[config.mk]
export PLATFORM = sky130hd
export DESIGN_NAME = rpn_stack_evaluator_core_flat
export DESIGN_NICKNAME = d
export VERILOG_FILES = /design/src/hw/rtl/rpn_pkg.sv /design/src/hw/rtl/rpn_if.sv /design/src/hw/rtl/rpn_divider.sv /design/src/hw/rtl/rpn_stack_evaluator_core.sv /design/src/flat_wrapper.sv
export SDC_FILE = /design/constraint.sdc
export NUM_CORES = 2
export LEC_CHECK = 0
export BUFFER_PORTS_ARGS = -buffer_cell sky130_fd_sc_hd__buf_2
export CORE_MARGIN = 3
export CORE_UTILIZATION = 40
export CTS_CLUSTER_DIAMETER = 150
export DETAILED_ROUTE_END_ITERATION = 16
export SLEW_MARGIN = 10
export SYNTH_ARGS = -nofsm -noshare
export SYNTH_HDL_FRONTEND = slang
export SYNTH_SLANG_ARGS = --single-unit
[constraint.sdc]
create_clock -name clock -period 10.05 [get_ports clock]
set_input_delay 2.01 -clock clock [delete_from_list [all_inputs] [get_ports clock]]
set_output_delay 2.01 -clock clock [all_outputs]
set_load 0.005 [all_outputs]
[src/hw/rtl/rpn_pkg.sv]
// ----------------------------------------------------------------------------
// RPN evaluator package
// Shared widths, token and status codes, divider status and saturation helpers.
// ----------------------------------------------------------------------------
package rpn_pkg;

   localparam int STACK_DEPTH_DEF = 16;
   localparam int FRAC_BITS_DEF   = 16;

   localparam int VALUE_W  = 32;
   localparam int TYPE_W   = 2;
   localparam int OPCODE_W = 3;
   localparam int VAR_W    = 5;
   localparam int STATUS_W = 3;
   localparam int DEPTH_W  = 5;

   localparam logic [TYPE_W-1:0] TOK_PUSH = 2'd0;
   localparam logic [TYPE_W-1:0] TOK_OP   = 2'd1;
   localparam logic [TYPE_W-1:0] TOK_END  = 2'd2;

   localparam logic [OPCODE_W-1:0] OP_ADD = 3'd0;
   localparam logic [OPCODE_W-1:0] OP_SUB = 3'd1;
   localparam logic [OPCODE_W-1:0] OP_MUL = 3'd2;
   localparam logic [OPCODE_W-1:0] OP_DIV = 3'd3;
   localparam logic [OPCODE_W-1:0] OP_MOD = 3'd4;

   localparam logic [STATUS_W-1:0] STATUS_OK    = 3'd0;
   localparam logic [STATUS_W-1:0] STATUS_UNDER = 3'd1;
   localparam logic [STATUS_W-1:0] STATUS_OVER  = 3'd2;
   localparam logic [STATUS_W-1:0] STATUS_DIVZ  = 3'd3;
   localparam logic [STATUS_W-1:0] STATUS_LEFT  = 3'd4;

   typedef struct packed {
      logic busy;
      logic done;
   } div_status_type;

   function automatic logic signed [VALUE_W-1:0] sat33(input logic signed [VALUE_W:0] v);
      logic signed [VALUE_W-1:0] r;
      if (v[VALUE_W] != v[VALUE_W-1]) begin
         r = v[VALUE_W] ? {1'b1, {(VALUE_W-1){1'b0}}} : {1'b0, {(VALUE_W-1){1'b1}}};
      end else begin
         r = v[VALUE_W-1:0];
      end
      return r;
   endfunction

   function automatic logic signed [VALUE_W-1:0] sat64(input logic signed [63:0] v);
      logic signed [VALUE_W-1:0] r;
      if (v > 64'sd2147483647) begin
         r = {1'b0, {(VALUE_W-1){1'b1}}};
      end else if (v < -64'sd2147483648) begin
         r = {1'b1, {(VALUE_W-1){1'b0}}};
      end else begin
         r = v[VALUE_W-1:0];
      end
      return r;
   endfunction

endpackage

[src/hw/rtl/rpn_if.sv]
// ----------------------------------------------------------------------------
// RPN evaluator channels
// Token request channel and result response channel, valid/ready handshake.
// ----------------------------------------------------------------------------
interface rpn_req_if;
   logic                                valid;
   logic                                ready;
   logic [rpn_pkg::TYPE_W-1:0]          req_type;
   logic signed [rpn_pkg::VALUE_W-1:0]  operand_value;
   logic [rpn_pkg::OPCODE_W-1:0]        operator_code;
   logic [rpn_pkg::VAR_W-1:0]           dest_var;

   modport source (output valid, req_type, operand_value, operator_code, dest_var,
                   input ready);
   modport sink   (input valid, req_type, operand_value, operator_code, dest_var,
                   output ready);
endinterface

interface rpn_rsp_if;
   logic                                valid;
   logic                                ready;
   logic [rpn_pkg::STATUS_W-1:0]        status;
   logic signed [rpn_pkg::VALUE_W-1:0]  result_value;
   logic                                result_valid;
   logic [rpn_pkg::VAR_W-1:0]           result_var;
   logic [rpn_pkg::DEPTH_W-1:0]         depth_now;

   modport source (output valid, status, result_value, result_valid, result_var,
                   depth_now, input ready);
   modport sink   (input valid, status, result_value, result_valid, result_var,
                   depth_now, output ready);
endinterface

[src/hw/rtl/rpn_divider.sv]
// ----------------------------------------------------------------------------
// RPN unsigned divider
// Restoring divider, one quotient bit per cycle, shared by divide and modulo.
// ----------------------------------------------------------------------------
module rpn_divider #(
   parameter int NUM_W = rpn_pkg::VALUE_W + rpn_pkg::FRAC_BITS_DEF
) (
   input  logic                          clock,
   input  logic                          reset,
   input  logic                          start,
   input  logic [NUM_W-1:0]              dividend,
   input  logic [rpn_pkg::VALUE_W-1:0]   divisor,
   output rpn_pkg::div_status_type       div_st,
   output logic [NUM_W-1:0]              quotient,
   output logic [rpn_pkg::VALUE_W-1:0]   remainder
);
   import rpn_pkg::*;

   localparam int CNT_W = $clog2(NUM_W + 1);

   logic                 busy_ff, busy_in;
   logic                 done_ff, done_in;
   logic [CNT_W-1:0]     cnt_ff, cnt_in;
   logic [NUM_W-1:0]     quo_ff, quo_in;
   logic [VALUE_W-1:0]   rem_ff, rem_in;
   logic [VALUE_W-1:0]   dsr_ff, dsr_in;
   logic [VALUE_W:0]     shifted;
   logic [VALUE_W:0]     diff;

   assign shifted = {rem_ff, quo_ff[NUM_W-1]};
   assign diff    = shifted - {1'b0, dsr_ff};

   always_comb begin
      busy_in = busy_ff;
      done_in = 1'b0;
      cnt_in  = cnt_ff;
      quo_in  = quo_ff;
      rem_in  = rem_ff;
      dsr_in  = dsr_ff;
      if (start) begin
         busy_in = 1'b1;
         cnt_in  = CNT_W'(NUM_W);
         quo_in  = dividend;
         rem_in  = '0;
         dsr_in  = divisor;
      end else if (busy_ff) begin
         cnt_in = cnt_ff - CNT_W'(1);
         if (!diff[VALUE_W]) begin
            rem_in = diff[VALUE_W-1:0];
            quo_in = {quo_ff[NUM_W-2:0], 1'b1};
         end else begin
            rem_in = shifted[VALUE_W-1:0];
            quo_in = {quo_ff[NUM_W-2:0], 1'b0};
         end
         if (cnt_ff == CNT_W'(1)) begin
            busy_in = 1'b0;
            done_in = 1'b1;
         end
      end
   end

   always_ff @(posedge clock) begin
      if (reset) begin
         busy_ff <= 1'b0;
         done_ff <= 1'b0;
         cnt_ff  <= '0;
      end else begin
         busy_ff <= busy_in;
         done_ff <= done_in;
         cnt_ff  <= cnt_in;
      end
   end

   always_ff @(posedge clock) begin
      quo_ff <= quo_in;
      rem_ff <= rem_in;
      dsr_ff <= dsr_in;
   end

   assign div_st.busy = busy_ff;
   assign div_st.done = done_ff;
   assign quotient    = quo_ff;
   assign remainder   = rem_ff;

endmodule

[src/hw/rtl/rpn_stack_evaluator_core.sv]
// ----------------------------------------------------------------------------
// RPN stack evaluator core
// Evaluates reverse-Polish tokens in signed fixed point on a memory stack.
//
// Tokens arrive on req_ch (push operand, operator, end of expression); each
// accepted request yields exactly one response on rsp_ch with status, value,
// final-value flag, destination variable and stack depth after the token.
// One token is processed at a time; req_ch.ready is high only while the
// sequencer is idle. The stack lives in a synchronous memory with two read
// ports and one write port; its top two entries are ready in the cycle after
// the token is taken. Push, add, subtract, end and ignored tokens go from
// execute to the result register; multiply adds a rounding state; divide and
// modulo wait on the shared divider, which yields one quotient bit per cycle.
// A result waits in the response register while the next token is taken; the
// sequencer holds its finished result only if the receiver still stalls.
// Reset empties the stack (depth 0) and clears the response valid; stack
// entries keep no reset value and are never used before being written.
// ----------------------------------------------------------------------------
module rpn_stack_evaluator_core #(
   parameter int STACK_DEPTH = rpn_pkg::STACK_DEPTH_DEF,
   parameter int FRAC_BITS   = rpn_pkg::FRAC_BITS_DEF
) (
   input  logic       clock,
   input  logic       reset,
   rpn_req_if.sink    req_ch,
   rpn_rsp_if.source  rsp_ch
);
   import rpn_pkg::*;

   localparam int AW    = $clog2(STACK_DEPTH);
   localparam int CW    = $clog2(STACK_DEPTH + 1);
   localparam int NUM_W = VALUE_W + FRAC_BITS;
   localparam logic [CW-1:0] DEPTH_C = CW'(STACK_DEPTH);
   localparam logic [VALUE_W:0] HALF = (VALUE_W+1)'(((VALUE_W+1)'(1) << FRAC_BITS) >> 1);

   typedef enum logic [4:0] {
      S_IDLE = 5'b00001,
      S_EXEC = 5'b00010,
      S_MUL  = 5'b00100,
      S_DIV  = 5'b01000,
      S_FIN  = 5'b10000
   } state_type;

   state_type                  state_ff, state_in;
   logic [TYPE_W-1:0]          kind_ff, kind_in;
   logic [OPCODE_W-1:0]        code_ff, code_in;
   logic signed [VALUE_W-1:0]  opv_ff, opv_in;
   logic [VAR_W-1:0]           var_ff, var_in;
   logic [CW-1:0]              count_ff, count_in;
   logic [CW-1:0]              cnt_next_ff, cnt_next_in;
   logic [STATUS_W-1:0]        res_status_ff, res_status_in;
   logic signed [VALUE_W-1:0]  res_value_ff, res_value_in;
   logic                       res_valid_ff, res_valid_in;
   logic                       wr_en_ff, wr_en_in;
   logic [AW-1:0]              wr_addr_ff, wr_addr_in;
   logic                       neg_ff, neg_in;
   logic                       mod_ff, mod_in;
   logic signed [63:0]         prod_ff, prod_in;

   logic                       rsp_valid_ff, rsp_valid_in;
   logic [STATUS_W-1:0]        rsp_status_ff, rsp_status_in;
   logic signed [VALUE_W-1:0]  rsp_value_ff, rsp_value_in;
   logic                       rsp_rvalid_ff, rsp_rvalid_in;
   logic [VAR_W-1:0]           rsp_var_ff, rsp_var_in;
   logic [CW-1:0]              rsp_depth_ff, rsp_depth_in;

   logic [VALUE_W-1:0]         value_stack_mem [STACK_DEPTH];
   logic signed [VALUE_W-1:0]  rd_a_ff, rd_b_ff;

   logic [CW-1:0]              cnt_m1, cnt_m2;
   logic                       req_acc, fin_go;
   logic signed [VALUE_W-1:0]  top_val;
   logic signed [VALUE_W:0]    add_sum, sub_diff;
   logic signed [VALUE_W:0]    a_half, b_half, ia, ib, ia_abs, ib_abs;
   logic [VALUE_W-1:0]         ia_mag, ib_mag, a_abs, b_abs;
   logic signed [63:0]         mul_sum, mul_shift;
   logic signed [63:0]         div_mag, div_signed;

   logic                       div_start;
   logic [NUM_W-1:0]           div_dividend;
   logic [VALUE_W-1:0]         div_divisor;
   div_status_type             div_st;
   logic [NUM_W-1:0]           div_quo;
   logic [VALUE_W-1:0]         div_rem;

   rpn_divider #(
      .NUM_W (NUM_W)
   ) u_div (
      .clock     (clock),
      .reset     (reset),
      .start     (div_start),
      .dividend  (div_dividend),
      .divisor   (div_divisor),
      .div_st    (div_st),
      .quotient  (div_quo),
      .remainder (div_rem)
   );

   assign req_ch.ready = (state_ff == S_IDLE);
   assign req_acc      = req_ch.valid && req_ch.ready;
   assign fin_go       = (state_ff == S_FIN) && (!rsp_valid_ff || rsp_ch.ready);

   assign cnt_m1  = count_ff - CW'(1);
   assign cnt_m2  = count_ff - CW'(2);
   assign top_val = (count_ff != '0) ? rd_b_ff : '0;

   assign add_sum  = {rd_a_ff[VALUE_W-1], rd_a_ff} + {rd_b_ff[VALUE_W-1], rd_b_ff};
   assign sub_diff = {rd_a_ff[VALUE_W-1], rd_a_ff} - {rd_b_ff[VALUE_W-1], rd_b_ff};

   // round half up to integer
   assign a_half = {rd_a_ff[VALUE_W-1], rd_a_ff} + HALF;
   assign b_half = {rd_b_ff[VALUE_W-1], rd_b_ff} + HALF;
   assign ia     = a_half >>> FRAC_BITS;
   assign ib     = b_half >>> FRAC_BITS;
   assign ia_abs = ia[VALUE_W] ? -ia : ia;
   assign ib_abs = ib[VALUE_W] ? -ib : ib;
   assign ia_mag = ia_abs[VALUE_W-1:0];
   assign ib_mag = ib_abs[VALUE_W-1:0];
   assign a_abs  = rd_a_ff[VALUE_W-1] ? (VALUE_W'(0) - rd_a_ff) : rd_a_ff;
   assign b_abs  = rd_b_ff[VALUE_W-1] ? (VALUE_W'(0) - rd_b_ff) : rd_b_ff;

   assign div_dividend = (code_ff == OP_MOD) ? NUM_W'(ia_mag) : (NUM_W'(a_abs) << FRAC_BITS);
   assign div_divisor  = (code_ff == OP_MOD) ? ib_mag : b_abs;

   assign mul_sum   = prod_ff + 64'(HALF);
   assign mul_shift = mul_sum >>> FRAC_BITS;

   assign div_mag    = mod_ff ? (64'(div_rem) << FRAC_BITS) : 64'(div_quo);
   assign div_signed = neg_ff ? -div_mag : div_mag;

   always_comb begin
      state_in      = state_ff;
      kind_in       = kind_ff;
      code_in       = code_ff;
      opv_in        = opv_ff;
      var_in        = var_ff;
      count_in      = count_ff;
      cnt_next_in   = cnt_next_ff;
      res_status_in = res_status_ff;
      res_value_in  = res_value_ff;
      res_valid_in  = res_valid_ff;
      wr_en_in      = wr_en_ff;
      wr_addr_in    = wr_addr_ff;
      neg_in        = neg_ff;
      mod_in        = mod_ff;
      prod_in       = prod_ff;
      div_start     = 1'b0;
      rsp_valid_in  = rsp_valid_ff && !rsp_ch.ready;
      rsp_status_in = rsp_status_ff;
      rsp_value_in  = rsp_value_ff;
      rsp_rvalid_in = rsp_rvalid_ff;
      rsp_var_in    = rsp_var_ff;
      rsp_depth_in  = rsp_depth_ff;

      case (state_ff)
         S_IDLE: begin
            if (req_acc) begin
               kind_in  = req_ch.req_type;
               code_in  = req_ch.operator_code;
               opv_in   = req_ch.operand_value;
               var_in   = req_ch.dest_var;
               state_in = S_EXEC;
            end
         end
         S_EXEC: begin
            res_status_in = STATUS_OK;
            res_value_in  = '0;
            res_valid_in  = 1'b0;
            wr_en_in      = 1'b0;
            wr_addr_in    = cnt_m2[AW-1:0];
            cnt_next_in   = '0;
            state_in      = S_FIN;
            case (kind_ff)
               TOK_PUSH: begin
                  if (count_ff >= DEPTH_C) begin
                     res_status_in = STATUS_OVER;
                  end else begin
                     res_value_in = opv_ff;
                     wr_en_in     = 1'b1;
                     wr_addr_in   = count_ff[AW-1:0];
                     cnt_next_in  = count_ff + CW'(1);
                  end
               end
               TOK_OP: begin
                  if (code_ff > OP_MOD) begin
                     res_value_in = top_val;
                     cnt_next_in  = count_ff;
                  end else if (count_ff < CW'(2)) begin
                     res_status_in = STATUS_UNDER;
                  end else begin
                     wr_en_in    = 1'b1;
                     cnt_next_in = cnt_m1;
                     case (code_ff)
                        OP_ADD: res_value_in = sat33(add_sum);
                        OP_SUB: res_value_in = sat33(sub_diff);
                        OP_MUL: begin
                           prod_in  = 64'(rd_a_ff) * 64'(rd_b_ff);
                           state_in = S_MUL;
                        end
                        OP_DIV: begin
                           if (rd_b_ff == '0) begin
                              res_status_in = STATUS_DIVZ;
                              wr_en_in      = 1'b0;
                              cnt_next_in   = '0;
                           end else begin
                              neg_in    = rd_a_ff[VALUE_W-1] ^ rd_b_ff[VALUE_W-1];
                              mod_in    = 1'b0;
                              div_start = 1'b1;
                              state_in  = S_DIV;
                           end
                        end
                        default: begin
                           if (ib == '0) begin
                              res_status_in = STATUS_DIVZ;
                              wr_en_in      = 1'b0;
                              cnt_next_in   = '0;
                           end else begin
                              neg_in    = ia[VALUE_W];
                              mod_in    = 1'b1;
                              div_start = 1'b1;
                              state_in  = S_DIV;
                           end
                        end
                     endcase
                  end
               end
               TOK_END: begin
                  if (count_ff == '0) begin
                     res_status_in = STATUS_UNDER;
                  end else if (cnt_m1 != '0) begin
                     res_status_in = STATUS_LEFT;
                  end else begin
                     res_value_in = rd_b_ff;
                     res_valid_in = 1'b1;
                  end
               end
               default: begin
                  res_value_in = top_val;
                  cnt_next_in  = count_ff;
               end
            endcase
         end
         S_MUL: begin
            res_value_in = sat64(mul_shift);
            state_in     = S_FIN;
         end
         S_DIV: begin
            if (div_st.done) begin
               res_value_in = sat64(div_signed);
               state_in     = S_FIN;
            end
         end
         S_FIN: begin
            if (fin_go) begin
               rsp_valid_in  = 1'b1;
               rsp_status_in = res_status_ff;
               rsp_value_in  = res_value_ff;
               rsp_rvalid_in = res_valid_ff;
               rsp_var_in    = var_ff;
               rsp_depth_in  = cnt_next_ff;
               count_in      = cnt_next_ff;
               state_in      = S_IDLE;
            end
         end
         default: state_in = S_IDLE;
      endcase
   end

   always_ff @(posedge clock) begin
      if (reset) begin
         state_ff     <= S_IDLE;
         count_ff     <= '0;
         rsp_valid_ff <= 1'b0;
      end else begin
         state_ff     <= state_in;
         count_ff     <= count_in;
         rsp_valid_ff <= rsp_valid_in;
      end
   end

   always_ff @(posedge clock) begin
      kind_ff       <= kind_in;
      code_ff       <= code_in;
      opv_ff        <= opv_in;
      var_ff        <= var_in;
      cnt_next_ff   <= cnt_next_in;
      res_status_ff <= res_status_in;
      res_value_ff  <= res_value_in;
      res_valid_ff  <= res_valid_in;
      wr_en_ff      <= wr_en_in;
      wr_addr_ff    <= wr_addr_in;
      neg_ff        <= neg_in;
      mod_ff        <= mod_in;
      prod_ff       <= prod_in;
      rsp_status_ff <= rsp_status_in;
      rsp_value_ff  <= rsp_value_in;
      rsp_rvalid_ff <= rsp_rvalid_in;
      rsp_var_ff    <= rsp_var_in;
      rsp_depth_ff  <= rsp_depth_in;
   end

   // read top two entries every cycle; writes land only when leaving S_FIN
   always_ff @(posedge clock) begin
      if (fin_go && wr_en_ff) begin
         value_stack_mem[wr_addr_ff] <= res_value_ff;
      end
      rd_b_ff <= value_stack_mem[cnt_m1[AW-1:0]];
      rd_a_ff <= value_stack_mem[cnt_m2[AW-1:0]];
   end

   assign rsp_ch.valid        = rsp_valid_ff;
   assign rsp_ch.status       = rsp_status_ff;
   assign rsp_ch.result_value = rsp_value_ff;
   assign rsp_ch.result_valid = rsp_rvalid_ff;
   assign rsp_ch.result_var   = rsp_var_ff;
   assign rsp_ch.depth_now    = DEPTH_W'(rsp_depth_ff);

   a_count_bound: assert property (@(posedge clock) disable iff (reset)
      count_ff <= DEPTH_C)
      else $error("stack count exceeds depth");

   a_final_empty: assert property (@(posedge clock) disable iff (reset)
      rsp_valid_ff && rsp_rvalid_ff |-> rsp_status_ff == STATUS_OK && rsp_depth_ff == '0)
      else $error("final value with nonempty stack or error status");

   a_error_clears: assert property (@(posedge clock) disable iff (reset)
      rsp_valid_ff && rsp_status_ff != STATUS_OK |-> rsp_value_ff == '0 && rsp_depth_ff == '0)
      else $error("error response without cleared stack");

   a_div_owned: assert property (@(posedge clock) disable iff (reset)
      div_st.busy || div_st.done |-> state_ff == S_DIV)
      else $error("divider active outside divide state");

   a_fin_commit: assert property (@(posedge clock) disable iff (reset)
      fin_go |=> rsp_valid_ff && count_ff == rsp_depth_ff && state_ff == S_IDLE)
      else $error("response and stack count disagree after commit");

endmodule
[src/flat_wrapper.sv]
// flat-port wrapper written by rule: the top's interface ports become plain ports
module rpn_stack_evaluator_core_flat import rpn_pkg::*;
#(
   parameter int STACK_DEPTH = rpn_pkg::STACK_DEPTH_DEF,
   parameter int FRAC_BITS   = rpn_pkg::FRAC_BITS_DEF
)
  (clock, reset, req_ch_valid, req_ch_req_type, req_ch_operand_value, req_ch_operator_code, req_ch_dest_var, req_ch_ready, rsp_ch_valid, rsp_ch_status, rsp_ch_result_value, rsp_ch_result_valid, rsp_ch_result_var, rsp_ch_depth_now, rsp_ch_ready);
  rpn_req_if req_ch_i ();
  rpn_rsp_if rsp_ch_i ();
  input  logic clock;
  input  logic reset;
  input wire logic [$bits(req_ch_i.valid)-1:0] req_ch_valid;
  input wire logic [$bits(req_ch_i.req_type)-1:0] req_ch_req_type;
  input wire logic [$bits(req_ch_i.operand_value)-1:0] req_ch_operand_value;
  input wire logic [$bits(req_ch_i.operator_code)-1:0] req_ch_operator_code;
  input wire logic [$bits(req_ch_i.dest_var)-1:0] req_ch_dest_var;
  output wire logic [$bits(req_ch_i.ready)-1:0] req_ch_ready;
  output wire logic [$bits(rsp_ch_i.valid)-1:0] rsp_ch_valid;
  output wire logic [$bits(rsp_ch_i.status)-1:0] rsp_ch_status;
  output wire logic [$bits(rsp_ch_i.result_value)-1:0] rsp_ch_result_value;
  output wire logic [$bits(rsp_ch_i.result_valid)-1:0] rsp_ch_result_valid;
  output wire logic [$bits(rsp_ch_i.result_var)-1:0] rsp_ch_result_var;
  output wire logic [$bits(rsp_ch_i.depth_now)-1:0] rsp_ch_depth_now;
  input wire logic [$bits(rsp_ch_i.ready)-1:0] rsp_ch_ready;
  assign req_ch_i.valid = req_ch_valid;
  assign req_ch_i.req_type = req_ch_req_type;
  assign req_ch_i.operand_value = req_ch_operand_value;
  assign req_ch_i.operator_code = req_ch_operator_code;
  assign req_ch_i.dest_var = req_ch_dest_var;
  assign req_ch_ready = req_ch_i.ready;
  assign rsp_ch_valid = rsp_ch_i.valid;
  assign rsp_ch_status = rsp_ch_i.status;
  assign rsp_ch_result_value = rsp_ch_i.result_value;
  assign rsp_ch_result_valid = rsp_ch_i.result_valid;
  assign rsp_ch_result_var = rsp_ch_i.result_var;
  assign rsp_ch_depth_now = rsp_ch_i.depth_now;
  assign rsp_ch_i.ready = rsp_ch_ready;
  rpn_stack_evaluator_core #(.STACK_DEPTH(STACK_DEPTH), .FRAC_BITS(FRAC_BITS)) u_core (.clock(clock), .reset(reset), .req_ch(req_ch_i), .rsp_ch(rsp_ch_i));
endmodule
==> results.txt <==
----------------------------------------------------
[Worst hold path]
  Type of the worst min-delay path ... flip-flop to flip-flop

[Place]
  Final GP Congestion ... 0.992
  Detailed Place HPWL ... between 200000 and 250000 um
  Worst slack, placed ... 0.728 ns
  IO Port Bufs ... 93

[Die]
  I/O pin count ... 94
  Initial standard-cell utilization of the core ... 0.403
  Die span in x ... 463 um
  Core box area ... roughly 0.21 mm^2
  Full die area ... ~0.21 mm^2
  Number of rows in the core area ... ~170
  Die height ... approximately 460 um

[Detailed routing]
  First-iteration detailed-routing DRC count ... roughly 6300
  DRC Markers ... 0
  Final routed wirelength across all metal layers ... approximately 280000 um
  First drt pass iteration count ... 6
  Residual antenna-violating net count after detailed routing ... 0
  Overall via count from detail_route ... 59700
  Wirelength per Cell ... 27.1 um
  Routed vias/inst ... 5.76

[Power]
  Power density over the cells ... ~260 mW/mm^2
  Static leakage ... 37.1 nW
  Worst vdd rail ir drop ... slightly above 0.5 mV

[Timing]
  Period minus WS final ... 9.39 ns
  Final number of max-transition violations ... 0
  Actual transition at the worst max-transition pin ... between 1 and 1.5 ns
  Worst rel slew slack ... 0.0788
  Final setup skew ... between 0.06 and 0.07 ns
  Final critical-path share of the clock period ... 0.934
  Max Clk Rate ... 106 MHz
  Final hold violation count ... 0
  Unrepaired setup endpoints after global routing ... false
  Total Neg Setup Slack ... 0 ns
  Final worst slack ... 0.659 ns
  Final setup violating endpoints ... 0

[CTS]
  Hold-fix buffer count after cts ... 0
  TritonCTS clock tree ... done
  Setup Fix Bufs, Post-CTS ... 0
  Post-cts gate resize count ... 0
  Clock insertion delay at the later pin of the skew report ... around 0.75 ns
  Clock buffers created by TritonCTS ... between 100 and 150
  Number of H-tree levels ... 3
  Max Buffers Root-to-Sink ... 3
  Clock Sink Count ... a little under 900
  Cell at the root of the clock tree ... sky130_fd_sc_hd__clkbuf_16
  Reg clk slew, reported paths ... 0.06 ns

[Layout]
  Filler Cell Count ... between 15000 and 20000
  Post-synthesis to final-layout area growth ... 9.29%
  Most common cell after layout, fill and taps aside ... sky130_fd_sc_hd__inv_1
  Layout Nets ... between 8000 and 9000
  Fraction of final layout cells with drive strength greater than 1 ... 0.125
  Most used cells in the layout excluding fill and tap cells ... sky130_fd_sc_hd__inv_1, sky130_fd_sc_hd__fa_1, sky130_fd_sc_hd__edfxtp_1

[Worst setup path]
  Data arrival time of the critical path ... between 9 and 10 ns
  Worst endpoint required time ... 10.53 ns
  Critical path endpoint category ... flip-flop
  Cell family with the largest share of critical-path delay ... adder cells
  Crit path top cell by count ... sky130_fd_sc_hd__fa_1
  Crit path buffers/inverters ... 5
  Kind of critical path ... flip-flop to flip-flop
  Longest individual stage delay on the worst path ... ~0.86 ns
  Worst path slowest cell ... sky130_fd_sc_hd__dfxtp_1
  Kind of start point of the critical path ... flip-flop
  Top fanout value on the critical path ... 15

[GRT]
  Total global routing track utilization ... 0.262
  Number of global-route vias before repair ... about 60000
  Global-route wire length before repair ... approximately 420000 um
  Total congestion overflow ... 0
  Maximum number of pins on one net before global-route repair ... 93
  Antenna violations before repair ... 27

[Yosys]
  Most used DFF post-synth ... sky130_fd_sc_hd__edfxtp_1
  Number of instances in the synthesized netlist ... approximately 7500
  Share of synthesized area occupied by flip-flops and latches ... 0.307
  #FFs+latches synth ... 892
  Synth async-reset ratio ... 0
  Yosys warning count ... 0
  Synthesized area divided by synthesized cell count ... between 10 and 15 um^2
  Cell variety after synth ... 110
  Count of flip-flops with a built-in enable after synthesis ... approximately 780
  Number of nets in the synthesized netlist ... 8920
  Total standard cell area after synthesis ... about 0.084 mm^2

[Outcome]
  Run status ... finished, final reports clean

[Flow run]
  Number of max-capacitance violations reported ... 0

----------------------------------------------------
[stage by stage]
step | cell area [um^2] | hold slack (ns) | total power [mW] | utilization | std cells
2_1_floorplan | 83600 | 0.400 | 15.7 | - | 7495
3_3_place_gp | 87900 | 0.401 | 19.6 | 0.424 | 10200
3_5_place_dp | 87900 | 0.405 | 19.7 | 0.424 | 10200
4_1_cts | 91400 | 0.419 | 23.8 | 0.440 | 10400
5_1_grt | 91400 | 0.435 | 25.8 | 0.440 | 10400
6_report | 91400 | 0.418 | 23.8 | 0.440 | 10400
[where the power goes]
group | leakage (nW) | internal (mW) | switching, mW
clock network | 1.68 | 2.25 | 1.64
registers | 7.98 | 4.86 | 0.104
logic | 27.5 | 6.27 | 8.67
[Yosys cell counts, drive strengths merged (10+ instances only)]
library cell / count / area share
a21boi: 11 / 0.00099
fa: 1084 / 0.26
o31ai: 85 / 0.0077
nor4: 35 / 0.0042
a221o: 17 / 0.0020
o211a: 10 / 0.0012
and3: 33 / 0.0025
nand3: 84 / 0.0052
o21ai: 213 / 0.013
or3: 22 / 0.0017
dfxtp: 115 / 0.028
a211oi: 33 / 0.0030
edfxtp: 777 / 0.28
or2: 23 / 0.0017
o221ai: 19 / 0.0020
nand2b: 42 / 0.0031
xnor2: 212 / 0.022
o211ai: 28 / 0.0027
nor2b: 38 / 0.0028
a31oi: 21 / 0.0016
and2: 420 / 0.031
a22oi: 13 / 0.0012
o21bai: 24 / 0.0022
nand4: 58 / 0.0045
a21o: 46 / 0.0041
and4: 17 / 0.0018
a21oi: 248 / 0.015
ha: 295 / 0.044
clkinv: 17 / 0.00076
nand2: 758 / 0.034
nor3: 83 / 0.0052
o21a: 18 / 0.0016
clkbuf: 348 / 0.016
mux2i: 48 / 0.0058
nor3b: 15 / 0.0014
nor2: 361 / 0.016
buf: 89 / 0.0052
xor2: 112 / 0.012
a221oi: 16 / 0.0018
inv: 1147 / 0.051
mux4: 320 / 0.086
o22ai: 15 / 0.0011
[layout make-up]
type,instances,area (um^2),area share
tap,2788,3490,0.0382
antenna,10,25.0,0.000274
clock inverter,63,759,0.00831
timing repair buffer,319,2210,0.0242
sequential,892,25700,0.281
clock buffer,126,2690,0.0295
inverter,1164,4370,0.0478
multi-input combinational,5002,52200,0.571
[flip-flops by register name, indices dropped and copies added (netlist names), 2 cells and up]
signal                      count
u_core.value_stack_mem        512
u_core.prod_ff                 49
u_core.u_div.quotient          48
u_core.opv_ff                  32
u_core.rd_a_ff                 32
u_core.rd_b_ff                 32
u_core.res_value_ff            32
u_core.rsp_ch.result_value     32
u_core.u_div.dsr_ff            32
u_core.u_div.remainder         32
u_core.u_div.cnt_ff             6
u_core.cnt_next_ff              5
u_core.count_ff                 5
u_core.rsp_ch.depth_now         5
u_core.rsp_ch.result_var        5
u_core.state_ff                 5
u_core.var_ff                   5
u_core.wr_addr_ff               4
u_core.code_ff                  3
u_core.res_status_ff            3
u_core.rsp_ch.status            3
u_core.kind_ff                  2
[layer usage]
metal  routed length (um)  track usage
met1               112000        0.352
met2               126000        0.404
met4                13900        0.111
met3                28900       0.0667
met5                   41            0
[path summary, 6_finish.rpt]
check | cells past startpoint | end | from | slack [ns]
setup reg to reg | 27 | u_core.prod_ff[63] | u_core.rd_b_ff[9] | 0.66
hold / removal | 0 | u_core.rsp_ch.result_var[2] | u_core.var_ff[2] | 0.42
setup / recovery | 27 | u_core.prod_ff[63] | u_core.rd_b_ff[9] | 0.66
hold reg to reg | 0 | u_core.rsp_ch.result_var[2] | u_core.var_ff[2] | 0.42
[cells by family after synthesis]
family | Yosys count | share of synthesized area
AOI/OAI and AO/OA | 902 | 0.0703
xor gates and xnor gates | 324 | 0.0339
adders and majority gates | 1379 | 0.304
buffers and inverters | 1601 | 0.0731
DFF | 892 | 0.307
muxes | 377 | 0.0932
and+or+nand+nor | 2020 | 0.119
Note: power is estimated with default switching activity, not from simulation.
